### src/rtl/twcf_pkg.sv
`timescale 1ns / 1ps

package twcf_pkg;

	// pending trailing-whitespace store
	localparam int PENDING_DEPTH = 16;
	localparam int PEND_PTR_W = (PENDING_DEPTH > 1) ? $clog2(PENDING_DEPTH) : 1;
	localparam int PEND_CNT_W = $clog2(PENDING_DEPTH + 1);

	// command queue between front and back
	localparam int CMD_Q_DEPTH = 2;
	localparam int CQ_PTR_W = (CMD_Q_DEPTH > 1) ? $clog2(CMD_Q_DEPTH) : 1;
	localparam int CQ_CNT_W = $clog2(CMD_Q_DEPTH + 1);

	// mode_flags bit positions
	localparam int MODE_STRIP_ALL = 0;
	localparam int MODE_STRIP_LEAD = 1;
	localparam int MODE_TRIM_TRAIL = 2;
	localparam int MODE_SQUEEZE = 3;
	localparam int MODE_QUOTES = 4;
	localparam int MODE_UPPER = 5;
	localparam int MODE_LOWER = 6;
	localparam int MODE_DROP_CTRL = 7;

	localparam logic [7:0] CH_DQUOTE = 8'h22;
	localparam logic [7:0] CH_SQUOTE = 8'h27;
	localparam logic [7:0] CH_BLANK = 8'h20;
	localparam logic [7:0] CH_DEL = 8'h7F;
	localparam logic [7:0] CASE_DELTA = 8'h20;

	typedef logic [1:0] cmd_kind_t;

	// command codes
	localparam cmd_kind_t CMD_PEND = 2'd0;     // hold a whitespace byte as pending
	localparam cmd_kind_t CMD_EMIT = 2'd1;     // flush pending, then emit byte
	localparam cmd_kind_t CMD_EMIT_END = 2'd2; // drop pending, emit final byte
	localparam cmd_kind_t CMD_MARK = 2'd3;     // drop pending, bare end marker

	typedef struct packed {
		cmd_kind_t  kind;
		logic [7:0] data;
	} cmd_t;

	function automatic logic is_white(input logic [7:0] c);
		is_white = (c == CH_BLANK) || (c >= 8'h09 && c <= 8'h0D);
	endfunction

	function automatic logic is_ctrl(input logic [7:0] c);
		is_ctrl = (c < 8'h20) || (c == CH_DEL);
	endfunction

endpackage

### src/rtl/twcf_front.sv
`timescale 1ns / 1ps

module twcf_front (
	input  logic              clk,
	input  logic              arst_n,
	input  logic              cfg_valid,
	input  logic [7:0]        cfg_data,
	input  logic              accept,
	input  logic [7:0]        ch,
	input  logic              last,
	output logic              cmd_valid,
	output twcf_pkg::cmd_t    cmd
);
	import twcf_pkg::*;

	logic [7:0] mode_q;
	logic       in_quote_q;
	logic       quote_dbl_q;
	logic       white_run_q;
	logic       seen_nw_q;

	logic       in_quote_d;
	logic       quote_dbl_d;
	logic       white_run_d;
	logic       seen_nw_d;

	logic       have;
	logic [7:0] ob;
	logic [7:0] cc;
	logic       rwhite;
	logic       rlead;
	logic       trail;
	logic       reduce;
	logic       rctrl;
	logic       gen;

	assign rwhite = mode_q[MODE_STRIP_ALL];
	assign rlead  = mode_q[MODE_STRIP_LEAD];
	assign trail  = mode_q[MODE_TRIM_TRAIL];
	assign reduce = !rwhite && mode_q[MODE_SQUEEZE];
	assign rctrl  = mode_q[MODE_DROP_CTRL];

	always_comb begin
		have        = 1'b0;
		ob          = ch;
		cc          = ch;
		in_quote_d  = in_quote_q;
		quote_dbl_d = quote_dbl_q;
		white_run_d = white_run_q;
		seen_nw_d   = seen_nw_q;
		if (in_quote_q) begin
			have = 1'b1;
			if (ch == (quote_dbl_q ? CH_DQUOTE : CH_SQUOTE))
				in_quote_d = 1'b0;
		end else if (mode_q[MODE_QUOTES] && (ch == CH_DQUOTE || ch == CH_SQUOTE)) begin
			have        = 1'b1;
			white_run_d = 1'b0;
			seen_nw_d   = 1'b1;
			in_quote_d  = 1'b1;
			quote_dbl_d = (ch == CH_DQUOTE);
		end else if (is_white(ch)) begin
			if (rwhite || (rlead && !seen_nw_q)) begin
				have = 1'b0;
			end else if (reduce) begin
				if (!white_run_q) begin
					have        = 1'b1;
					ob          = CH_BLANK;
					white_run_d = 1'b1;
				end
			end else if (!(rctrl && ch != CH_BLANK)) begin
				have = 1'b1;
			end
		end else if (is_ctrl(ch)) begin
			white_run_d = 1'b0;
			seen_nw_d   = 1'b1;
			have        = !rctrl;
		end else begin
			white_run_d = 1'b0;
			seen_nw_d   = 1'b1;
			// upper first, then lower, so lower wins
			if (!ch[7]) begin
				if (mode_q[MODE_UPPER] && cc >= 8'h61 && cc <= 8'h7A)
					cc = cc - CASE_DELTA;
				if (mode_q[MODE_LOWER] && cc >= 8'h41 && cc <= 8'h5A)
					cc = cc + CASE_DELTA;
			end
			have = 1'b1;
			ob   = cc;
		end

		if (last) begin
			in_quote_d  = 1'b0;
			quote_dbl_d = 1'b0;
			white_run_d = 1'b0;
			seen_nw_d   = 1'b0;
		end
	end

	// classify into one back-end command, or none for a dropped byte that is not last
	always_comb begin
		gen       = 1'b1;
		cmd.data  = ob;
		cmd.kind  = CMD_EMIT;
		if (have && trail && is_white(ob)) begin
			cmd.kind = last ? CMD_MARK : CMD_PEND;
			if (last)
				cmd.data = 8'h00;
		end else if (have) begin
			cmd.kind = last ? CMD_EMIT_END : CMD_EMIT;
		end else begin
			cmd.kind = CMD_MARK;
			cmd.data = 8'h00;
			gen      = last;
		end
	end

	assign cmd_valid = accept && gen;

	always_ff @(posedge clk or negedge arst_n) begin
		if (!arst_n) begin
			mode_q      <= '0;
			in_quote_q  <= 1'b0;
			quote_dbl_q <= 1'b0;
			white_run_q <= 1'b0;
			seen_nw_q   <= 1'b0;
		end else begin
			if (cfg_valid)
				mode_q <= cfg_data;
			if (accept) begin
				in_quote_q  <= in_quote_d;
				quote_dbl_q <= quote_dbl_d;
				white_run_q <= white_run_d;
				seen_nw_q   <= seen_nw_d;
			end
		end
	end

endmodule

### src/rtl/twcf_cmd_queue.sv
`timescale 1ns / 1ps

module twcf_cmd_queue (
	input  logic              clk,
	input  logic              arst_n,
	input  logic              wr_en,
	input  twcf_pkg::cmd_t    wr_cmd,
	output logic              full,
	input  logic              rd_en,
	output logic              rd_valid,
	output twcf_pkg::cmd_t    rd_cmd
);
	import twcf_pkg::*;

	cmd_t                slot_q [CMD_Q_DEPTH];
	logic [CQ_PTR_W-1:0] wr_ptr_q;
	logic [CQ_PTR_W-1:0] rd_ptr_q;
	logic [CQ_CNT_W-1:0] cnt_q;
	logic                do_wr;
	logic                do_rd;

	function automatic logic [CQ_PTR_W-1:0] cq_inc(input logic [CQ_PTR_W-1:0] p);
		cq_inc = (p == CQ_PTR_W'(CMD_Q_DEPTH - 1)) ? '0 : p + 1'b1;
	endfunction

	assign full     = (cnt_q == CQ_CNT_W'(CMD_Q_DEPTH));
	assign rd_valid = (cnt_q != '0);
	assign rd_cmd   = slot_q[rd_ptr_q];
	assign do_wr    = wr_en && !full;
	assign do_rd    = rd_en && rd_valid;

	always_ff @(posedge clk) begin
		if (do_wr)
			slot_q[wr_ptr_q] <= wr_cmd;
	end

	always_ff @(posedge clk or negedge arst_n) begin
		if (!arst_n) begin
			wr_ptr_q <= '0;
			rd_ptr_q <= '0;
			cnt_q    <= '0;
		end else begin
			if (do_wr)
				wr_ptr_q <= cq_inc(wr_ptr_q);
			if (do_rd)
				rd_ptr_q <= cq_inc(rd_ptr_q);
			if (do_wr && !do_rd)
				cnt_q <= cnt_q + 1'b1;
			else if (do_rd && !do_wr)
				cnt_q <= cnt_q - 1'b1;
		end
	end

endmodule

### src/rtl/twcf_back.sv
`timescale 1ns / 1ps

module twcf_back (
	input  logic              clk,
	input  logic              arst_n,
	input  logic              cmd_valid,
	input  twcf_pkg::cmd_t    cmd,
	output logic              cmd_take,
	input  logic              pop,
	output logic              empty,
	output logic [7:0]        out_ch,
	output logic              has_char,
	output logic              end_of_string,
	output logic              overflow
);
	import twcf_pkg::*;

	logic [7:0]            pend_mem [PENDING_DEPTH];
	logic [PEND_PTR_W-1:0] head_q;
	logic [PEND_PTR_W-1:0] tail_q;
	logic [PEND_CNT_W-1:0] pend_cnt_q;

	logic       out_valid_q;
	logic [7:0] out_ch_q;
	logic       out_has_q;
	logic       out_end_q;
	logic       out_ovf_q;

	logic       out_free;
	logic       load;
	logic [7:0] ld_ch;
	logic       ld_has;
	logic       ld_end;
	logic       ld_ovf;
	logic       pend_wr;
	logic       head_adv;
	logic       cnt_inc;
	logic       cnt_dec;
	logic       clear;
	logic       store_full;

	function automatic logic [PEND_PTR_W-1:0] pp_inc(input logic [PEND_PTR_W-1:0] p);
		pp_inc = (p == PEND_PTR_W'(PENDING_DEPTH - 1)) ? '0 : p + 1'b1;
	endfunction

	assign out_free   = !out_valid_q || pop;
	assign store_full = (pend_cnt_q == PEND_CNT_W'(PENDING_DEPTH));

	always_comb begin
		cmd_take = 1'b0;
		load     = 1'b0;
		ld_ch    = cmd.data;
		ld_has   = 1'b1;
		ld_end   = 1'b0;
		ld_ovf   = 1'b0;
		pend_wr  = 1'b0;
		head_adv = 1'b0;
		cnt_inc  = 1'b0;
		cnt_dec  = 1'b0;
		clear    = 1'b0;
		if (cmd_valid) begin
			unique case (cmd.kind)
				CMD_PEND: begin
					if (store_full) begin
						// oldest pending byte forced out, new one appended
						if (out_free) begin
							load     = 1'b1;
							ld_ch    = pend_mem[head_q];
							ld_ovf   = 1'b1;
							head_adv = 1'b1;
							pend_wr  = 1'b1;
							cmd_take = 1'b1;
						end
					end else begin
						pend_wr  = 1'b1;
						cnt_inc  = 1'b1;
						cmd_take = 1'b1;
					end
				end
				CMD_EMIT: begin
					if (out_free) begin
						load = 1'b1;
						if (pend_cnt_q != '0) begin
							ld_ch    = pend_mem[head_q];
							head_adv = 1'b1;
							cnt_dec  = 1'b1;
						end else begin
							cmd_take = 1'b1;
						end
					end
				end
				CMD_EMIT_END: begin
					if (out_free) begin
						load     = 1'b1;
						ld_end   = 1'b1;
						clear    = 1'b1;
						cmd_take = 1'b1;
					end
				end
				CMD_MARK: begin
					if (out_free) begin
						load     = 1'b1;
						ld_ch    = 8'h00;
						ld_has   = 1'b0;
						ld_end   = 1'b1;
						clear    = 1'b1;
						cmd_take = 1'b1;
					end
				end
				default: begin
					cmd_take = 1'b0;
				end
			endcase
		end
	end

	always_ff @(posedge clk) begin
		if (pend_wr)
			pend_mem[tail_q] <= cmd.data;
		if (load) begin
			out_ch_q  <= ld_ch;
			out_has_q <= ld_has;
			out_end_q <= ld_end;
			out_ovf_q <= ld_ovf;
		end
	end

	always_ff @(posedge clk or negedge arst_n) begin
		if (!arst_n) begin
			head_q      <= '0;
			tail_q      <= '0;
			pend_cnt_q  <= '0;
			out_valid_q <= 1'b0;
		end else begin
			if (clear) begin
				head_q     <= '0;
				tail_q     <= '0;
				pend_cnt_q <= '0;
			end else begin
				if (head_adv)
					head_q <= pp_inc(head_q);
				if (pend_wr)
					tail_q <= pp_inc(tail_q);
				if (cnt_inc)
					pend_cnt_q <= pend_cnt_q + 1'b1;
				else if (cnt_dec)
					pend_cnt_q <= pend_cnt_q - 1'b1;
			end
			if (load)
				out_valid_q <= 1'b1;
			else if (pop)
				out_valid_q <= 1'b0;
		end
	end

	assign empty         = !out_valid_q;
	assign out_ch        = out_ch_q;
	assign has_char      = out_has_q;
	assign end_of_string = out_end_q;
	assign overflow      = out_ovf_q;

	a_cnt_bound: assert property (@(posedge clk) disable iff (!arst_n)
		pend_cnt_q <= PEND_CNT_W'(PENDING_DEPTH))
		else $error("pending count above store depth");

	a_end_clears: assert property (@(posedge clk) disable iff (!arst_n)
		(load && ld_end) |=> (pend_cnt_q == '0 && head_q == tail_q))
		else $error("pending store not emptied at end of string");

	a_ovf_only_full: assert property (@(posedge clk) disable iff (!arst_n)
		(load && ld_ovf) |-> (store_full && !ld_end && ld_has))
		else $error("overflow result without a full store");

	a_no_load_busy: assert property (@(posedge clk) disable iff (!arst_n)
		(out_valid_q && !pop) |=> $stable(out_ch_q) && $stable(out_end_q))
		else $error("result register changed while held");

endmodule

### src/rtl/text_whitespace_case_filter_unit.sv
`timescale 1ns / 1ps
// a byte's command is registered in the queue, then its result in the back-end result register
// throughput: one byte per cycle while the queue is not full; each flushed pending byte
// takes its own load of the single result register, which holds until its result is popped
// a short two-entry command queue lets the front take bytes while the back end flushes
// reset clears mode_flags, quote/run state, queue and pending pointers; store data is not cleared

module text_whitespace_case_filter_unit (
	input  logic       clk,
	input  logic       arst_n,
	input  logic       push,
	output logic       full,
	input  logic [7:0] ch,
	input  logic       last,
	output logic       empty,
	input  logic       pop,
	output logic [7:0] out_ch,
	output logic       has_char,
	output logic       end_of_string,
	output logic       overflow,
	input  logic       cfg_valid,
	output logic       cfg_ready,
	input  logic [7:0] cfg_data
);
	import twcf_pkg::*;

	logic accept;
	logic f_cmd_valid;
	cmd_t f_cmd;
	logic q_valid;
	cmd_t q_cmd;
	logic q_take;

	assign accept    = push && !full;
	assign cfg_ready = 1'b1;

	twcf_front u_front (
		.clk       (clk),
		.arst_n    (arst_n),
		.cfg_valid (cfg_valid),
		.cfg_data  (cfg_data),
		.accept    (accept),
		.ch        (ch),
		.last      (last),
		.cmd_valid (f_cmd_valid),
		.cmd       (f_cmd)
	);

	twcf_cmd_queue u_queue (
		.clk      (clk),
		.arst_n   (arst_n),
		.wr_en    (f_cmd_valid),
		.wr_cmd   (f_cmd),
		.full     (full),
		.rd_en    (q_take),
		.rd_valid (q_valid),
		.rd_cmd   (q_cmd)
	);

	twcf_back u_back (
		.clk           (clk),
		.arst_n        (arst_n),
		.cmd_valid     (q_valid),
		.cmd           (q_cmd),
		.cmd_take      (q_take),
		.pop           (pop),
		.empty         (empty),
		.out_ch        (out_ch),
		.has_char      (has_char),
		.end_of_string (end_of_string),
		.overflow      (overflow)
	);

endmodule

### config.mk
export PLATFORM = sky130hd
export DESIGN_NAME = text_whitespace_case_filter_unit
export DESIGN_NICKNAME = d
export VERILOG_FILES = /design/src/rtl/twcf_pkg.sv /design/src/rtl/twcf_front.sv /design/src/rtl/twcf_cmd_queue.sv /design/src/rtl/twcf_back.sv /design/src/rtl/text_whitespace_case_filter_unit.sv
export SDC_FILE = /design/constraint.sdc
export NUM_CORES = 1
export LEC_CHECK = 0
export BUFFER_PORTS_ARGS = -buffer_cell sky130_fd_sc_hd__buf_2
export CORE_ASPECT_RATIO = 1.4
export CORE_MARGIN = 2
export CORE_UTILIZATION = 55
export CTS_CLUSTER_DIAMETER = 60
export DETAILED_ROUTE_END_ITERATION = 10
export PLACE_DENSITY = 0.75
export SYNTH_ARGS = -nofsm -noshare
export SYNTH_HDL_FRONTEND = slang
export SYNTH_HIERARCHICAL = 1
export SYNTH_SLANG_ARGS = --single-unit
### constraint.sdc
create_clock -name clk -period 2.9 [get_ports clk]
set_input_delay 0.435 -clock clk [delete_from_list [all_inputs] [get_ports clk]]
set_output_delay 0.435 -clock clk [all_outputs]
set_load 0.02 [all_outputs]
# Yosys cells after proc, flatten, opt, wreduce, memory -nomap -nowiden

Memory sizes are Yosys's and may differ from the RTL's.
Index checks and enable logic that the tools add are counted.

Reductions and logical operators: 47
Add/sub/neg operators: 10
Magnitude comparators: 9
Equal/unequal tests: 18
Mux-type cells: 98

Operator list:

| kind                                                                              | count |
|---|---|
| 8-bit 2-to-1 mux                                                                  | 23 |
| 1-bit 2-to-1 mux                                                                  | 55 |
| 8-bit by 6-bit equality test with 1-bit output (second input constant)            | 4 |
| 4-bit 2-to-1 mux                                                                  | 6 |
| 8-bit one-hot mux with 3 select lines                                             | 1 |
| 1-bit logical AND                                                                 | 18 |
| 8-bit by 4-bit >= comparator with 1-bit output (second input constant)            | 2 |
| 8-bit by 7-bit >= comparator with 1-bit output (second input constant)            | 2 |
| 8-bit by 4-bit less-or-equal comparator with 1-bit output (second input constant) | 2 |
| 8-bit by 7-bit less-or-equal comparator with 1-bit output (second input constant) | 2 |
| 5-bit 2-to-1 mux                                                                  | 3 |
| 2-bit nonzero test                                                                | 6 |
| 10-bit 2-to-1 mux                                                                 | 1 |
| 2-bit 2-to-1 mux                                                                  | 5 |
| 4-bit by 1-bit adder with 4-bit output (second input constant)                    | 2 |
| 8-bit by 6-bit adder with 8-bit output (second input constant)                    | 1 |
| 4-bit equality test (second input constant)                                       | 2 |
| 8-bit by 7-bit equality test with 1-bit output (second input constant)            | 1 |
| 8-bit equality test                                                               | 1 |
| 8-bit by 6-bit less-than comparator with 1-bit output (second input constant)     | 1 |
| 8-bit by 6-bit inequality test with 1-bit output (second input constant)          | 1 |
| 8-bit by 6-bit subtractor with 8-bit output (second input constant)               | 1 |
| 1-bit logical NOT                                                                 | 7 |
| 2-bit equality test (second input constant)                                       | 3 |
| 23 further kinds                                                                  | 32 |

Memories kept: 2
RAM bits: 148
Logic and storage cells: 200
Flip-flop bits (word level): 41

Memory list:

| memory          | depth | bits a word | rd ports | clocked after Yosys merged registers in | write ports | line                 | RTL |
|---|---|---|---|---|---|---|---|
| u_back.pend_mem | 16    | 8           | 1        | 0                                       | 1           | twcf_back.sv:18      | `logic [7:0] pend_mem [PENDING_DEPTH];` |
| u_queue.slot_q  | 2     | 10          | 1        | 0                                       | 1           | twcf_cmd_queue.sv:15 | `cmd_t slot_q [CMD_Q_DEPTH];` |

# Longest topological paths before layout

Word-level depth: 29
Gate-level depth with buffers: 16
Mapped depth without buffers: 15

# Modules after synthesis

Netlist, hierarchy kept.

Modules (own cells, without submodules):

| module                           | area each (um^2) | cells an instance | sequential area each (um^2) | instances |
|---|---|---|---|---|
| twcf_back                        | 6,488.7          | 364               | 4,524.3                     | 1 |
| twcf_front                       | 1,277.5          | 151               | 300.3                       | 1 |
| twcf_cmd_queue                   | 968.4            | 50                | 700.7                       | 1 |
| text_whitespace_case_filter_unit | 25.0             | 3                 | 0.0                         | 1 |

# Worst setup path before layout

OpenSTA, ideal clock, no wires.

Path type: in2reg
From: input ch[0]
To: memory u_queue/slot_q[0][8] (netlist name) (data pin)
Data arrival time: 3,462 ps
Library setup time: 266 ps
Path buffers: 1
Slack: -828 ps
Cell stages on the path: 14
Cells stage by stage: buf_6 or4_4 o221ai_4 o31ai_1 inv_1 ha_1 inv_1 o21ai_0 nand4_2 a2111oi_4 o32ai_1 or4b_4 a211oi_2 mux2_1

RTL lines:

| element            | line                                   | RTL |
|---|---|---|
| start: declaration | text_whitespace_case_filter_unit.sv:13 | `input logic [7:0] ch,` |
| end: declaration   | twcf_cmd_queue.sv:15                   |  |

==> results_tabular.tex <==
\begin{tabular}{lr}
\hline
Metric & Value \\
\hline
\multicolumn{2}{l}{\textbf{Outcome}} \\
Result of the run & finished with violations \\
Violated checks & setup timing \\
\multicolumn{2}{l}{\textbf{Flow run}} \\
Max-capacitance violation count & 0 \\
\multicolumn{2}{l}{\textbf{Route}} \\
Total met2 wirelength after detailed routing & 9850 µm \\
DRC violation total after the first TritonRoute iteration & 358 \\
Vias & 5178 \\
Total routed wire length on the met1 layer & 6400 µm \\
Uppermost signal routing layer after detailed routing & met4 \\
DRC violation count after routing & 0 \\
Post-route antenna net violation count & 0 \\
Routed wl met3 & 733 µm \\
Routed WL & 17600 µm \\
Pre-antenna DRT Iters & 6 \\
Average wire length per cell after detail routing & 20.3 µm \\
Via density per instance & 5.97 \\
\multicolumn{2}{l}{\textbf{Place}} \\
RePlAce Congestion & 0.883 \\
Placed instance count & 829 \\
Buffers on Ports & 34 \\
Detailed Place HPWL & 12100 µm \\
DP Worst Slack & -0.946 ns \\
\multicolumn{2}{l}{\textbf{Clock tree}} \\
Clk Latency, worst-skew pair & 0.43 ns \\
Worst-case clock buffer depth & 2 \\
Inserted Clock Buffers & 17 \\
CTS H-tree lvls & 4 \\
Hold buffer count at CTS & 0 \\
Clock-pin transition on the worst setup and hold timing paths & 0.07 ns \\
Clock tree sinks & 189 \\
Root Buffer Master & sky130\_fd\_sc\_hd\_\_clkbuf\_16 \\
CTS tree & done \\
\multicolumn{2}{l}{\textbf{Logic synthesis}} \\
Number of register bits inferred by synthesis & 189 \\
Share of synthesized area occupied by flip-flops and latches & 63.1\% \\
Total number of yosys warnings & 6 \\
Share of flip-flops with an asynchronous set or reset after synthesis & 15.9\% \\
Syn Inst Count & 568 \\
Main synth FF type & sky130\_fd\_sc\_hd\_\_edfxtp\_1 \\
Number of distinct library cell variants in the gate-level netlist after synthesis & 79 \\
Post-synthesis cell area & 0.00876 mm² \\
Number of synthesized flops with an enable pin & 159 \\
Avg Cell Area, Syn & 15.4 µm² \\
Net Count, Synth & 605 \\
\multicolumn{2}{l}{\textbf{Floorplanning}} \\
Die Span X & 111 µm \\
Number of top-level design ports & 36 \\
Starting Density & 56.1\% \\
Height of the chip & 153 µm \\
Num rows & 54 \\
Area of the core region & 0.0156 mm² \\
Die area & 0.0170 mm² \\
\multicolumn{2}{l}{\textbf{STA}} \\
Highest attainable clock frequency & 0.302 GHz \\
Final hold vios & 0 \\
Hold slack & 0.0575 ns \\
Headroom to the max-slew limit & 45.2\% \\
Crit path setup slack, layout & -0.416 ns \\
RSZ-0062 raised after global routing & yes \\
Fin. max-slew vios & 0 \\
Worst Max-Slew Pin Slew & 0.823 ns \\
Clock skew & 0.0136 ns \\
Setup Viol. Count Final & 12 \\
Final Cycle Share & 114\% \\
Final critical-path required period & 3.32 ns \\
\multicolumn{2}{l}{\textbf{GRT}} \\
Global-route wire length before repair & 27900 µm \\
Via count of the first global-routing pass & 5337 \\
Initial antenna violation count & 0 \\
Maximum number of pins on one net before global-route repair & 33 \\
Gr usage total & 21.4\% \\
Overall overflow remaining after global route & 0 \\
\multicolumn{2}{l}{\textbf{Finish}} \\
Fraction of layout cells with a size suffix above 1 & 36.1\% \\
Synth-to-Final Area Change & 17.0\% \\
Total Nets Final & 695 \\
ANT cells & 0 \\
Final instance count without filler cells & 867 \\
\multicolumn{2}{l}{\textbf{Critical path}} \\
Required arrival time at the worst endpoint & 3.09 ns \\
Largest fanout of any net on the critical path & 4 \\
CP endpoint kind & flip-flop \\
Startpoint class of the critical path & input pin \\
Arrival time worst endpoint & 3.50 ns \\
Critical path start-end classification & in -> reg \\
Cells on worst reg2reg path & 13 \\
\multicolumn{2}{l}{\textbf{Min path}} \\
Class of the most critical hold timing path & in -> async \\
\multicolumn{2}{l}{\textbf{Power and ir drop}} \\
Peak supply drop & 0.000445 V \\
Total power consumption of the routed design & 0.00921 W \\
Static Leak & 3.67 nW \\
Total power divided by cell area & 899 mW/mm² \\
\hline
\end{tabular}
[layout by cell type (no fill, tap or decap), drive strengths merged, types with 3 or more instances in the layout]
cell type and n:
o21ai 14, or3 4, mux2 28, nand2b 4, nand2 36, nor3b 4, clkinv 7, nor2 36
edfxtp 159, and4 3, nor3 11, and2 3, dfrtp 30, ha 14, mux4 32, xor2 3
o22ai 9, o221ai 3, buf 96, nor2b 3, nand3 18, or2 4, o31ai 3, a211oi 4
xnor2 7, and3 3, mux2i 24, a31oi 3, inv 36, clkbuf 18, a21oi 17
[registers in the layout (all words and copies together) (netlist names), 2 cells and up]
signal	cells
u_back/pend_mem	128
u_queue/slot_q	20
u_back/out_ch	8
u_front/mode_q	8
u_back/pend_cnt_q	5
u_back/head_q	4
u_back/tail_q	4
u_queue/cnt_q	2
[Yosys cell counts, types with 4 or more instances]
master,number,area (µm²)
sky130_fd_sc_hd__ha_1,14,175
sky130_fd_sc_hd__nor3_1,10,50.1
sky130_fd_sc_hd__o21ai_0,13,65.1
sky130_fd_sc_hd__nand3_1,18,90.1
sky130_fd_sc_hd__nor2_1,36,135
sky130_fd_sc_hd__clkbuf_1,10,37.5
sky130_fd_sc_hd__nor3b_1,4,30.0
sky130_fd_sc_hd__nand2b_1,4,25.0
sky130_fd_sc_hd__mux2_2,18,203
sky130_fd_sc_hd__mux2i_1,24,240
sky130_fd_sc_hd__buf_4,7,52.6
sky130_fd_sc_hd__mux2_4,9,135
sky130_fd_sc_hd__inv_1,29,109
sky130_fd_sc_hd__mux4_2,32,721
sky130_fd_sc_hd__nand2_1,33,124
sky130_fd_sc_hd__dfrtp_1,30,751
sky130_fd_sc_hd__a21oi_1,16,80.1
sky130_fd_sc_hd__edfxtp_1,159,4770
sky130_fd_sc_hd__xnor2_1,7,61.3
sky130_fd_sc_hd__o22ai_1,9,56.3
[path summary, 6_finish.rpt]
check,from,endpoint,slack [ns]
setup / recovery,ch[1],u_queue/slot_q[0][0],-0.42
hold / removal,arst_n,u_back/pend_cnt_q[1],0.06
setup reg to reg,u_front/mode_q[5],u_queue/slot_q[0][0],-0.16
hold reg to reg,u_queue/cnt_q[1],u_queue/cnt_q[1],0.50
max in group asynchronous,arst_n,u_back/head_q[0],2.35
min in group clk,cfg_data[5],u_front/mode_q[5],0.24
[kinds of logic (layout without fill, tap and decap cells)]
logic type | after synthesis | after routing | share of synthesized area [%]
xor+xnor | 10 | 10 | 1.00
flops | 189 | 189 | 63.1
buf+inv | 54 | 157 | 3.14
other cells | 1 | 1 | 0.0428
simple gates | 143 | 143 | 9.00
compound gates | 72 | 72 | 6.56
fa+ha+maj | 15 | 15 | 2.23
mux | 84 | 84 | 15.0
[what timing repair did]
item | CTS | global route
resized for setup | 6 | 18
setup buffers | 3 | 3
pin swaps | 4 | 3
endpoints found under the setup margin | 20 | 14
[routing by layer]
layer | vias to the layer above | GRT usage, %
met2 | 164 | 39.6
met4 | 0 | 8.93
met3 | 44 | 4.40
li1 | 2373 | -
met5 | - | 0
met1 | 2597 | 23.8
[layout make-up]
class                   count  area [µm²]
flip-flops and latches    189        5530
multi-input cells         325        3060
repair buffers             96         711
clock buffers              18         429
inverters                  29         109
well taps                 196         245
clock inverters            14         168
fillers                  1066        5360
[metrics by stage]
stage	setup TNS, ns	util, %	instance area, µm²
final	-4.54	65.7	10200
after global routing	-5.94	65.7	10200
after CTS	-4.03	65.0	10100
after detailed placement	-13.54	60.9	9500
after global placement	-10.84	60.9	9500
after floorplan	-7.19	-	8770
[where the power goes]
| group | switching (W) | total (W) | internal (W) |
|---|---|---|---|
| Combinational | 0.00175 | 0.00306 | 0.00131 |
| Clock | 0.00110 | 0.00227 | 0.00116 |
| Sequential | 0.000272 | 0.00389 | 0.00361 |
[worst max-delay path: stages]
cell and delay, ns:
sky130_fd_sc_hd__buf_6 0.09, sky130_fd_sc_hd__or4_4 0.55, sky130_fd_sc_hd__o221ai_4 0.22, sky130_fd_sc_hd__o31ai_2 0.10
sky130_fd_sc_hd__inv_1 0.11, sky130_fd_sc_hd__ha_4 0.15, sky130_fd_sc_hd__inv_2 0.03, sky130_fd_sc_hd__o21ai_2 0.15
sky130_fd_sc_hd__nand4_4 0.15, sky130_fd_sc_hd__a2111oi_4 0.27, sky130_fd_sc_hd__o32ai_2 0.13, sky130_fd_sc_hd__or4b_4 0.57
sky130_fd_sc_hd__a2111oi_4 0.29, sky130_fd_sc_hd__buf_4 0.19, sky130_fd_sc_hd__nor2_2 0.05
Note: power is estimated with default switching activity, not from simulation.
